**config.mk**
```make
export PLATFORM = sky130hd
export DESIGN_NAME = i2c_master_bit_engine_flat
export DESIGN_NICKNAME = d
export VERILOG_FILES = /design/src/design/i2cm_pkg.sv /design/src/design/i2cm_if.sv /design/src/design/i2c_master_bit_engine.sv /design/src/design/i2cm_core.sv /design/src/flat_wrapper.sv
export SDC_FILE = /design/constraint.sdc
export NUM_CORES = 1
export LEC_CHECK = 0
export BUFFER_PORTS_ARGS = -buffer_cell sky130_fd_sc_hd__buf_4
export CORE_MARGIN = 5
export CORE_UTILIZATION = 54
export CTS_CLUSTER_DIAMETER = 200
export DETAILED_ROUTE_END_ITERATION = 16
export GPL_TIMING_DRIVEN = 0
export PLACE_DENSITY = 0.74
export SKIP_CTS_REPAIR_TIMING = 1
export SLEW_MARGIN = 10
export SYNTH_ARGS = -nofsm -noshare
export SYNTH_HDL_FRONTEND = slang
export SYNTH_SLANG_ARGS = --single-unit
```
**constraint.sdc**
```tcl
create_clock -name clock -period 10.3 [get_ports clock]
set_input_delay 1.03 -clock clock [delete_from_list [all_inputs] [get_ports clock]]
set_output_delay 1.03 -clock clock [all_outputs]
set_load 0.01 [all_outputs]
```
**src/design/i2cm_pkg.sv**
```systemverilog
`timescale 1ns / 1ps
`default_nettype none

package i2cm_pkg;

   // command codes, also the running operation
   typedef enum logic [2:0] {
      OP_IDLE  = 3'd0,
      OP_START = 3'd1,
      OP_STOP  = 3'd2,
      OP_WRITE = 3'd3,
      OP_READ  = 3'd4
   } i2cm_op_type;

   localparam logic [7:0]  MSB_MASK     = 8'b1000_0000;
   localparam logic [5:0]  BYTE_BITS    = 6'd8;
   localparam logic [15:0] DELAY_RESET  = 16'd5;

   // phase numbers inside a start, stop, write or read sequence
   localparam logic [5:0] PH_FIRST     = 6'd0;
   localparam logic [5:0] PH_DATA_END  = 6'd2 * BYTE_BITS;
   localparam logic [5:0] PH_ACK_HIGH  = PH_DATA_END + 6'd1;
   localparam logic [5:0] PH_ACK_LOW   = PH_DATA_END + 6'd2;
   localparam logic [5:0] PH_STOP_SCL  = 6'd1;
   localparam logic [5:0] PH_STOP_SDA  = 6'd2;

   // sequence lengths in phases
   localparam logic [5:0] LEN_START = 6'd2;
   localparam logic [5:0] LEN_STOP  = 6'd3;
   localparam logic [5:0] LEN_BYTE  = PH_DATA_END + 6'd4;

   typedef struct packed {
      logic [2:0] mode;
      logic [7:0] tx_byte;
      logic       ack_to_send;
      logic       sda_in;
   } i2cm_item_type;

   typedef struct packed {
      logic       scl_out;
      logic       sda_out;
      logic       sda_drive;
      logic       busy_res;
      logic       done_res;
      logic [7:0] rx_byte;
      logic       acked;
   } i2cm_result_type;

   typedef struct packed {
      i2cm_op_type op;
      logic [5:0]  phase;
      logic [7:0]  shift;
      logic [15:0] delay;
      logic        scl;
      logic        sda;
      logic        dir;
      logic        ack;
      logic        send_ack;
      logic [7:0]  rx_hold;
   } i2cm_state_type;

   function automatic logic [5:0] seq_len(input i2cm_op_type op);
      case (op)
         OP_START: seq_len = LEN_START;
         OP_STOP:  seq_len = LEN_STOP;
         default:  seq_len = LEN_BYTE;
      endcase
   endfunction

   // pin action for phase p of the running operation
   function automatic i2cm_state_type do_action(input i2cm_state_type s,
                                                input logic [5:0] p,
                                                input logic sda_in);
      i2cm_state_type r;
      r = s;
      case (s.op)
         OP_START: begin
            if (p == PH_FIRST) r.sda = 1'b0;
            else r.scl = 1'b0;
         end
         OP_STOP: begin
            if (p == PH_STOP_SCL) r.scl = 1'b1;
            else if (p == PH_STOP_SDA) r.sda = 1'b1;
         end
         OP_WRITE: begin
            if (p == PH_FIRST) begin
               r.sda = |(s.shift & MSB_MASK);
            end else if (p < PH_DATA_END && p[0]) begin
               r.scl = 1'b1;
            end else if (p <= PH_DATA_END) begin
               r.scl   = 1'b0;
               r.shift = {s.shift[6:0], 1'b0};
               if (p < PH_DATA_END) begin
                  r.sda = s.shift[6];
               end else begin
                  r.sda = 1'b1;
                  r.dir = 1'b0;
               end
            end else if (p == PH_ACK_HIGH) begin
               r.scl = 1'b1;
               r.ack = ~sda_in;
            end else if (p == PH_ACK_LOW) begin
               r.dir = 1'b1;
               r.scl = 1'b0;
               r.sda = 1'b1;
            end else begin
               r.sda = 1'b0;
            end
         end
         OP_READ: begin
            if (p == PH_FIRST) begin
               r.dir = 1'b0;
            end else if (p < PH_DATA_END && p[0]) begin
               r.scl   = 1'b1;
               r.shift = {s.shift[6:0], sda_in};
            end else if (p <= PH_DATA_END) begin
               r.scl = 1'b0;
               if (p == PH_DATA_END) begin
                  r.dir = 1'b1;
                  r.sda = ~s.send_ack;
               end
            end else if (p == PH_ACK_HIGH) begin
               r.scl = 1'b1;
            end else if (p == PH_ACK_LOW) begin
               r.scl = 1'b0;
               r.sda = 1'b1;
            end else begin
               r.sda = 1'b0;
            end
         end
         default: r = s;
      endcase
      return r;
   endfunction

endpackage

`default_nettype wire

```
**src/design/i2cm_if.sv**
```systemverilog
`timescale 1ns / 1ps
`default_nettype none

// command and tick channel
interface i2cm_req_if;
   logic       valid;
   logic       ready;
   logic [2:0] mode;
   logic [7:0] tx_byte;
   logic       ack_to_send;
   logic       sda_in;

   modport source (output valid, mode, tx_byte, ack_to_send, sda_in, input ready);
   modport sink   (input valid, mode, tx_byte, ack_to_send, sda_in, output ready);
endinterface

// pin and status channel
interface i2cm_rsp_if;
   logic       valid;
   logic       ready;
   logic       scl_out;
   logic       sda_out;
   logic       sda_drive;
   logic       busy_res;
   logic       done_res;
   logic [7:0] rx_byte;
   logic       acked;

   modport source (output valid, scl_out, sda_out, sda_drive, busy_res, done_res,
                   rx_byte, acked, input ready);
   modport sink   (input valid, scl_out, sda_out, sda_drive, busy_res, done_res,
                   rx_byte, acked, output ready);
endinterface

`default_nettype wire

```
**src/design/i2c_master_bit_engine.sv**
```systemverilog
`timescale 1ns / 1ps
`default_nettype none

// channel  dir  handshake     contents
// req_ch   in   valid/ready   mode, tx_byte, ack_to_send, sda_in
// rsp_ch   out  valid/ready   scl_out, sda_out, sda_drive, busy_res, done_res,
//                             rx_byte, acked
// csr      in   csr_wr_en     csr_wr_data = delay_ticks
//
// one item per clock while the result is not stalled; an item is held in the input
// register and its result is then registered in the result register
// the sequencer state steps once per item as it leaves the input register
// synchronous reset clears control state, delay_ticks returns to 5
// a stalled result holds both registers; the input side keeps taking items
// while either register is free

module i2c_master_bit_engine
   import i2cm_pkg::*;
(
   input  wire logic    clock,
   input  wire logic    reset,
   i2cm_req_if.sink     req_ch,
   i2cm_rsp_if.source   rsp_ch,
   input  wire logic        csr_wr_en,
   input  wire logic [15:0] csr_wr_data
);

   logic            in_valid_ff, in_valid_in;
   i2cm_item_type   in_item_ff;
   logic            rsp_valid_ff, rsp_valid_in;
   i2cm_result_type rsp_res_ff;
   i2cm_result_type result_in;
   logic [15:0]     delay_ticks_ff;
   logic            out_free;
   logic            advance;
   logic            req_take;

   assign out_free     = !rsp_valid_ff || rsp_ch.ready;
   assign advance      = in_valid_ff && out_free;
   assign req_ch.ready = !in_valid_ff || out_free;
   assign req_take     = req_ch.valid && req_ch.ready;
   assign in_valid_in  = req_take ? 1'b1 : (advance ? 1'b0 : in_valid_ff);
   assign rsp_valid_in = advance ? 1'b1 : (rsp_ch.ready ? 1'b0 : rsp_valid_ff);

   // delay register
   always_ff @(posedge clock) begin
      if (reset) begin
         delay_ticks_ff <= DELAY_RESET;
      end else if (csr_wr_en) begin
         delay_ticks_ff <= csr_wr_data;
      end
   end

   // input register
   always_ff @(posedge clock) begin
      if (reset) begin
         in_valid_ff <= 1'b0;
      end else begin
         in_valid_ff <= in_valid_in;
      end
      if (req_take) begin
         in_item_ff <= '{mode: req_ch.mode, tx_byte: req_ch.tx_byte,
                         ack_to_send: req_ch.ack_to_send, sda_in: req_ch.sda_in};
      end
   end

   i2cm_core u_core (
      .clock       (clock),
      .reset       (reset),
      .step_en     (advance),
      .item        (in_item_ff),
      .delay_ticks (delay_ticks_ff),
      .result_in   (result_in)
   );

   // result register
   always_ff @(posedge clock) begin
      if (reset) begin
         rsp_valid_ff <= 1'b0;
      end else begin
         rsp_valid_ff <= rsp_valid_in;
      end
      if (advance) begin
         rsp_res_ff <= result_in;
      end
   end

   assign rsp_ch.valid     = rsp_valid_ff;
   assign rsp_ch.scl_out   = rsp_res_ff.scl_out;
   assign rsp_ch.sda_out   = rsp_res_ff.sda_out;
   assign rsp_ch.sda_drive = rsp_res_ff.sda_drive;
   assign rsp_ch.busy_res  = rsp_res_ff.busy_res;
   assign rsp_ch.done_res  = rsp_res_ff.done_res;
   assign rsp_ch.rx_byte   = rsp_res_ff.rx_byte;
   assign rsp_ch.acked     = rsp_res_ff.acked;

endmodule

`default_nettype wire

```
**src/design/i2cm_core.sv**
```systemverilog
`timescale 1ns / 1ps
`default_nettype none

module i2cm_core
   import i2cm_pkg::*;
(
   input  wire logic            clock,
   input  wire logic            reset,
   input  wire logic            step_en,
   input  wire i2cm_item_type   item,
   input  wire logic [15:0]     delay_ticks,
   output i2cm_result_type      result_in
);

   i2cm_state_type state_ff, state_in;
   logic           done;
   logic [15:0]    delay_load;
   logic [15:0]    delay_dec;
   logic [5:0]     phase_nxt;

   assign delay_load = (delay_ticks == 16'd0) ? 16'd1 : delay_ticks;
   assign delay_dec  = (state_ff.delay != 16'd0) ? state_ff.delay - 16'd1 : 16'd0;
   assign phase_nxt  = state_ff.phase + 6'd1;

   // one item worth of sequencing
   always_comb begin
      state_in = state_ff;
      done     = 1'b0;
      if (state_ff.op == OP_IDLE) begin
         if (item.mode inside {[OP_START:OP_READ]}) begin
            state_in.op    = i2cm_op_type'(item.mode);
            state_in.phase = PH_FIRST;
            if (item.mode == OP_WRITE) state_in.shift = item.tx_byte;
            if (item.mode == OP_READ) begin
               state_in.shift    = 8'd0;
               state_in.send_ack = item.ack_to_send;
            end
            state_in       = do_action(state_in, PH_FIRST, item.sda_in);
            state_in.delay = delay_load;
         end
      end else begin
         state_in.delay = delay_dec;
         if (delay_dec == 16'd0) begin
            state_in.phase = phase_nxt;
            if (phase_nxt >= seq_len(state_ff.op)) begin
               done = 1'b1;
            end else begin
               state_in = do_action(state_in, phase_nxt, item.sda_in);
               if (state_ff.op == OP_STOP && phase_nxt == PH_STOP_SDA) done = 1'b1;
               else state_in.delay = delay_load;
            end
            // sequence end: back to idle, keep a finished read
            if (done) begin
               if (state_ff.op == OP_READ) state_in.rx_hold = state_in.shift;
               state_in.op    = OP_IDLE;
               state_in.phase = 6'd0;
               state_in.delay = 16'd0;
            end
         end
      end
   end

   // state after this item
   always_ff @(posedge clock) begin
      if (reset) begin
         state_ff.op       <= OP_IDLE;
         state_ff.phase    <= 6'd0;
         state_ff.shift    <= 8'd0;
         state_ff.delay    <= 16'd0;
         state_ff.scl      <= 1'b1;
         state_ff.sda      <= 1'b1;
         state_ff.dir      <= 1'b1;
         state_ff.ack      <= 1'b0;
         state_ff.send_ack <= 1'b0;
         state_ff.rx_hold  <= 8'd0;
      end else if (step_en) begin
         state_ff <= state_in;
      end
   end

   // released sda while it is an input
   always_comb begin
      result_in.scl_out   = state_in.scl;
      result_in.sda_out   = state_in.dir ? state_in.sda : 1'b1;
      result_in.sda_drive = state_in.dir;
      result_in.busy_res  = (state_in.op != OP_IDLE);
      result_in.done_res  = done;
      result_in.rx_byte   = state_in.rx_hold;
      result_in.acked     = state_in.ack;
   end

endmodule

`default_nettype wire

```
**src/flat_wrapper.sv**
```systemverilog
// flat-port wrapper written by rule: the top's interface ports become plain ports
module i2c_master_bit_engine_flat import i2cm_pkg::*;
  (clock, reset, csr_wr_en, csr_wr_data, req_ch_valid, req_ch_mode, req_ch_tx_byte, req_ch_ack_to_send, req_ch_sda_in, req_ch_ready, rsp_ch_valid, rsp_ch_scl_out, rsp_ch_sda_out, rsp_ch_sda_drive, rsp_ch_busy_res, rsp_ch_done_res, rsp_ch_rx_byte, rsp_ch_acked, rsp_ch_ready);
  i2cm_req_if req_ch_i ();
  i2cm_rsp_if rsp_ch_i ();
  input  wire logic clock;
  input  wire logic reset;
  input  wire logic csr_wr_en;
  input  wire logic [15:0] csr_wr_data;
  input wire logic [$bits(req_ch_i.valid)-1:0] req_ch_valid;
  input wire logic [$bits(req_ch_i.mode)-1:0] req_ch_mode;
  input wire logic [$bits(req_ch_i.tx_byte)-1:0] req_ch_tx_byte;
  input wire logic [$bits(req_ch_i.ack_to_send)-1:0] req_ch_ack_to_send;
  input wire logic [$bits(req_ch_i.sda_in)-1:0] req_ch_sda_in;
  output wire logic [$bits(req_ch_i.ready)-1:0] req_ch_ready;
  output wire logic [$bits(rsp_ch_i.valid)-1:0] rsp_ch_valid;
  output wire logic [$bits(rsp_ch_i.scl_out)-1:0] rsp_ch_scl_out;
  output wire logic [$bits(rsp_ch_i.sda_out)-1:0] rsp_ch_sda_out;
  output wire logic [$bits(rsp_ch_i.sda_drive)-1:0] rsp_ch_sda_drive;
  output wire logic [$bits(rsp_ch_i.busy_res)-1:0] rsp_ch_busy_res;
  output wire logic [$bits(rsp_ch_i.done_res)-1:0] rsp_ch_done_res;
  output wire logic [$bits(rsp_ch_i.rx_byte)-1:0] rsp_ch_rx_byte;
  output wire logic [$bits(rsp_ch_i.acked)-1:0] rsp_ch_acked;
  input wire logic [$bits(rsp_ch_i.ready)-1:0] rsp_ch_ready;
  assign req_ch_i.valid = req_ch_valid;
  assign req_ch_i.mode = req_ch_mode;
  assign req_ch_i.tx_byte = req_ch_tx_byte;
  assign req_ch_i.ack_to_send = req_ch_ack_to_send;
  assign req_ch_i.sda_in = req_ch_sda_in;
  assign req_ch_ready = req_ch_i.ready;
  assign rsp_ch_valid = rsp_ch_i.valid;
  assign rsp_ch_scl_out = rsp_ch_i.scl_out;
  assign rsp_ch_sda_out = rsp_ch_i.sda_out;
  assign rsp_ch_sda_drive = rsp_ch_i.sda_drive;
  assign rsp_ch_busy_res = rsp_ch_i.busy_res;
  assign rsp_ch_done_res = rsp_ch_i.done_res;
  assign rsp_ch_rx_byte = rsp_ch_i.rx_byte;
  assign rsp_ch_acked = rsp_ch_i.acked;
  assign rsp_ch_i.ready = rsp_ch_ready;
  i2c_master_bit_engine u_core (.clock(clock), .reset(reset), .req_ch(req_ch_i), .rsp_ch(rsp_ch_i), .csr_wr_en(csr_wr_en), .csr_wr_data(csr_wr_data));
endmodule
```
==> impl_metrics.env <==
export IMPL_min_path_type="flip-flop to flip-flop"
export IMPL_cts_root_buf="clkbuf_8"
export IMPL_grt_use_met2_pct=37.5
export IMPL_wirelength_mm=13.7
export IMPL_gr_usage_all_layers_pct=24.6
export IMPL_port_buffers=48
export IMPL_first_iter_violations=508
export IMPL_fill_cells=807
export IMPL_die_w_um=108
export IMPL_cts_clk_slew_worst_paths_ps=90
export IMPL_grt_pass1_vias=4486
export IMPL_maxSlewViolCount=0
export IMPL_ys_seq_area_share_pct=40.7
export IMPL_routed_via_density=6.15
export IMPL_area_delta_synth_final_pct=14.4
export IMPL_min_period_ps=4110
export IMPL_htree_levels=3
export IMPL_syn_area_mm2=0.00514
export IMPL_p_total_mw=0.805
export IMPL_synth_main_ff_cell="dfxtp_1"
export IMPL_setup_viol=0
export IMPL_globalRouteMet1Util_pct=34.0
export IMPL_n_antenna_cell=0
export IMPL_die_y_um=108
export IMPL_place_ws_ps=6270
export IMPL_synth_seq_cells=91
export IMPL_die_area_mm2=0.0116
export IMPL_slew_headroom_pct=28.4
export IMPL_hold_viol_final=0
export IMPL_synth_edf_count=27
export IMPL_ys_async_sr_fraction_pct=0
export IMPL_yosys_top_cells_area="dfxtp_1 (25%), edfxtp_1 (16%), nor2_1 (4.4%)"
export IMPL_power_density_mw_per_mm2=137
export IMPL_grt_max_degree=24
export IMPL_place_congestion=0.931
export IMPL_use_met3_pct=4.98
export IMPL_finalInstanceArea_mm2=0.00589
export IMPL_rsz0062_at_grt="no"
export IMPL_core_mm2=0.00928
export IMPL_max_freq_mhz=243
export IMPL_worstSetupEndpointType="flip-flop"
export IMPL_initial_core_util_pct=55.4
export IMPL_postSynthCellCount=575
export IMPL_wl_per_cell_um=17.8
export IMPL_grt_busiest_layer="met2"
export IMPL_place_area_mm2=0.00567
export IMPL_drc=0
export IMPL_yosysMostFrequentCell="dfxtp_1"
export IMPL_syn_nets=619
export IMPL_rrSetupSlack_ps=6190
export IMPL_cp_required_ps=10390
export IMPL_first_pass_iters=5
export IMPL_detail_route_antenna_nets=0
export IMPL_cp_start_kind="flip-flop"
export IMPL_grt_pass1_wl_mm=22.5
export IMPL_cp_arrival_ps=4200
export IMPL_path_max_fanout=10
export IMPL_avgSynthCellArea_um2=8.95
export IMPL_layout_drive_gt1_share_pct=14.6
export IMPL_clock_latency_ps=360
export IMPL_finalSetupTns_ps=0
export IMPL_worst_pin_slew_ps=1060
export IMPL_regArea_mm2=0.00209
export IMPL_yosys_area_top_type="dfxtp_1"
export IMPL_synth_top_area_share_pct=24.9
export IMPL_cts_max_path_buffers=2
export IMPL_overflow=0
export IMPL_cts_tree="built"
export IMPL_maxCapViolCount=0
export IMPL_criticalPathCategory="flip-flop to flip-flop"
export IMPL_outcome="finished, final reports clean"
export IMPL_post_route_period_util_pct=39.9
export IMPL_multi_input_area_mm2=0.00280
export IMPL_ys_top_cells_by_count="dfxtp_1 (64), nor2_1 (60), nand2_1 (42)"
export IMPL_finish_net_count=678
export IMPL_io_pin_count=50
export IMPL_routed_via_count=4724
export IMPL_cts_sinks=91
export IMPL_power_leakage_nw=2.20
export IMPL_ir_drop_mv=0.0837
export IMPL_clock_skew_ps=14.9
export IMPL_ys_types=76
export IMPL_numCtsBuffers=9
export IMPL_ys_warn_count=0
export IMPL_hpwl_mm=10.3
export IMPL_rows=35
export IMPL_antenna_found_initial=0
export IMPL_fin_ws_ps=6190
## through the flow
stage               hold WS (ps)  instances  util, %
floorplan                    432        575        -
global placement             478        752     61.0
detailed placement           486        752     61.0
CTS                          500        768     63.4
global route                 526        768     63.4
finish                       500        768     63.4
## final cells by class
class,instances,area share (%)
multi-input cells,425,47.6
flip-flops and latches,91,35.5
repair buffers,48,6.12
plain buffers,39,3.02
well taps,129,2.74
clock buffers,11,2.59
inverters,20,1.28
clock inverters,5,1.13
## final timing paths
check	startpoint	endpoint	cells after the start
worst max register to register	u_core.u_core.state_ff[37]	u_core.rsp_ch.rx_byte[7]	10
worst min register to register	u_core.u_core.state_ff[0]	u_core.u_core.state_ff[0]	2
worst min-delay path	u_core.u_core.state_ff[0]	u_core.u_core.state_ff[0]	2
worst max-delay path	u_core.u_core.state_ff[37]	u_core.rsp_ch.rx_byte[7]	10
## where the power goes
part | leakage (nW) | internal [mW] | switching (mW)
Sequential | 0.780 | 0.383 | 0.0117
Combinational | 1.31 | 0.0576 | 0.0880
Clock | 0.107 | 0.130 | 0.134
Total | 2.20 | 0.571 | 0.234
## cells by family (layout without fill, tap and decap cells)
family,Yosys count,in the layout,share of synthesized area [%]
buf+inv,59,123,4.89
fa+ha+maj,10,10,2.43
flops,91,91,40.7
xor+xnor,13,13,2.21
compound gates,163,163,22.0
simple gates,210,210,22.0
mux,29,29,5.84
## flip-flops by register name, indices dropped and copies added, names as in the netlist
| register | flops |
|---|---|
| u_core.rsp_ch.rx_byte | 8 |
| u_core.rsp_ch.busy_res | 1 |
| u_core.u_core.state_ff | 46 |
| u_core.in_valid_ff | 1 |
| u_core.rsp_ch.sda_drive | 1 |
| u_core.rsp_ch.valid | 1 |
| u_core.in_item_ff | 13 |
| u_core.rsp_ch.sda_out | 1 |
| u_core.rsp_ch.done_res | 1 |
| u_core.rsp_ch.scl_out | 1 |
| u_core.rsp_ch.acked | 1 |
| u_core.delay_ticks_ff | 16 |
## per-layer routing
metal | share of wire, % | vias up
met5 | 0 | -
li1 | - | 2271
met1 | 44 | 2212
met4 | 2.9 | 0
met2 | 45 | 210
met3 | 7.9 | 31
## cell usage in the layout (no fill, tap or decap), types with 5 or more instances in the layout
cell type and instances:
a211o_1 5, a211oi_1 15, a21oi_1 26, a31oi_1 11
and3_1 5, buf_4 49, clkbuf_1 28, clkbuf_8 9
dfxtp_1 64, edfxtp_1 27, ha_1 10, inv_1 20
mux2_2 8, mux2i_1 21, nand2_1 42, nand2b_1 12
nand3_1 11, nand3b_1 6, nand4_1 5, nand4b_1 5
nor2_1 60, nor2b_1 5, nor3_1 14, nor4_1 8
o211ai_1 10, o21ai_0 36, o21ai_1 7, o31ai_1 5
or3_1 11, xnor2_1 7, xor2_1 6
## critical path, cell delays in order (launching register included)
cell and delay, ps:
dfxtp_1 420, clkbuf_1 350, inv_1 150, ha_1 360, ha_1 290, a21o_1 160
a211o_1 310, a211oi_1 780, nand2_1 470, a21oi_1 430, o21ai_0 130
Power figures use the tool's default switching activity.
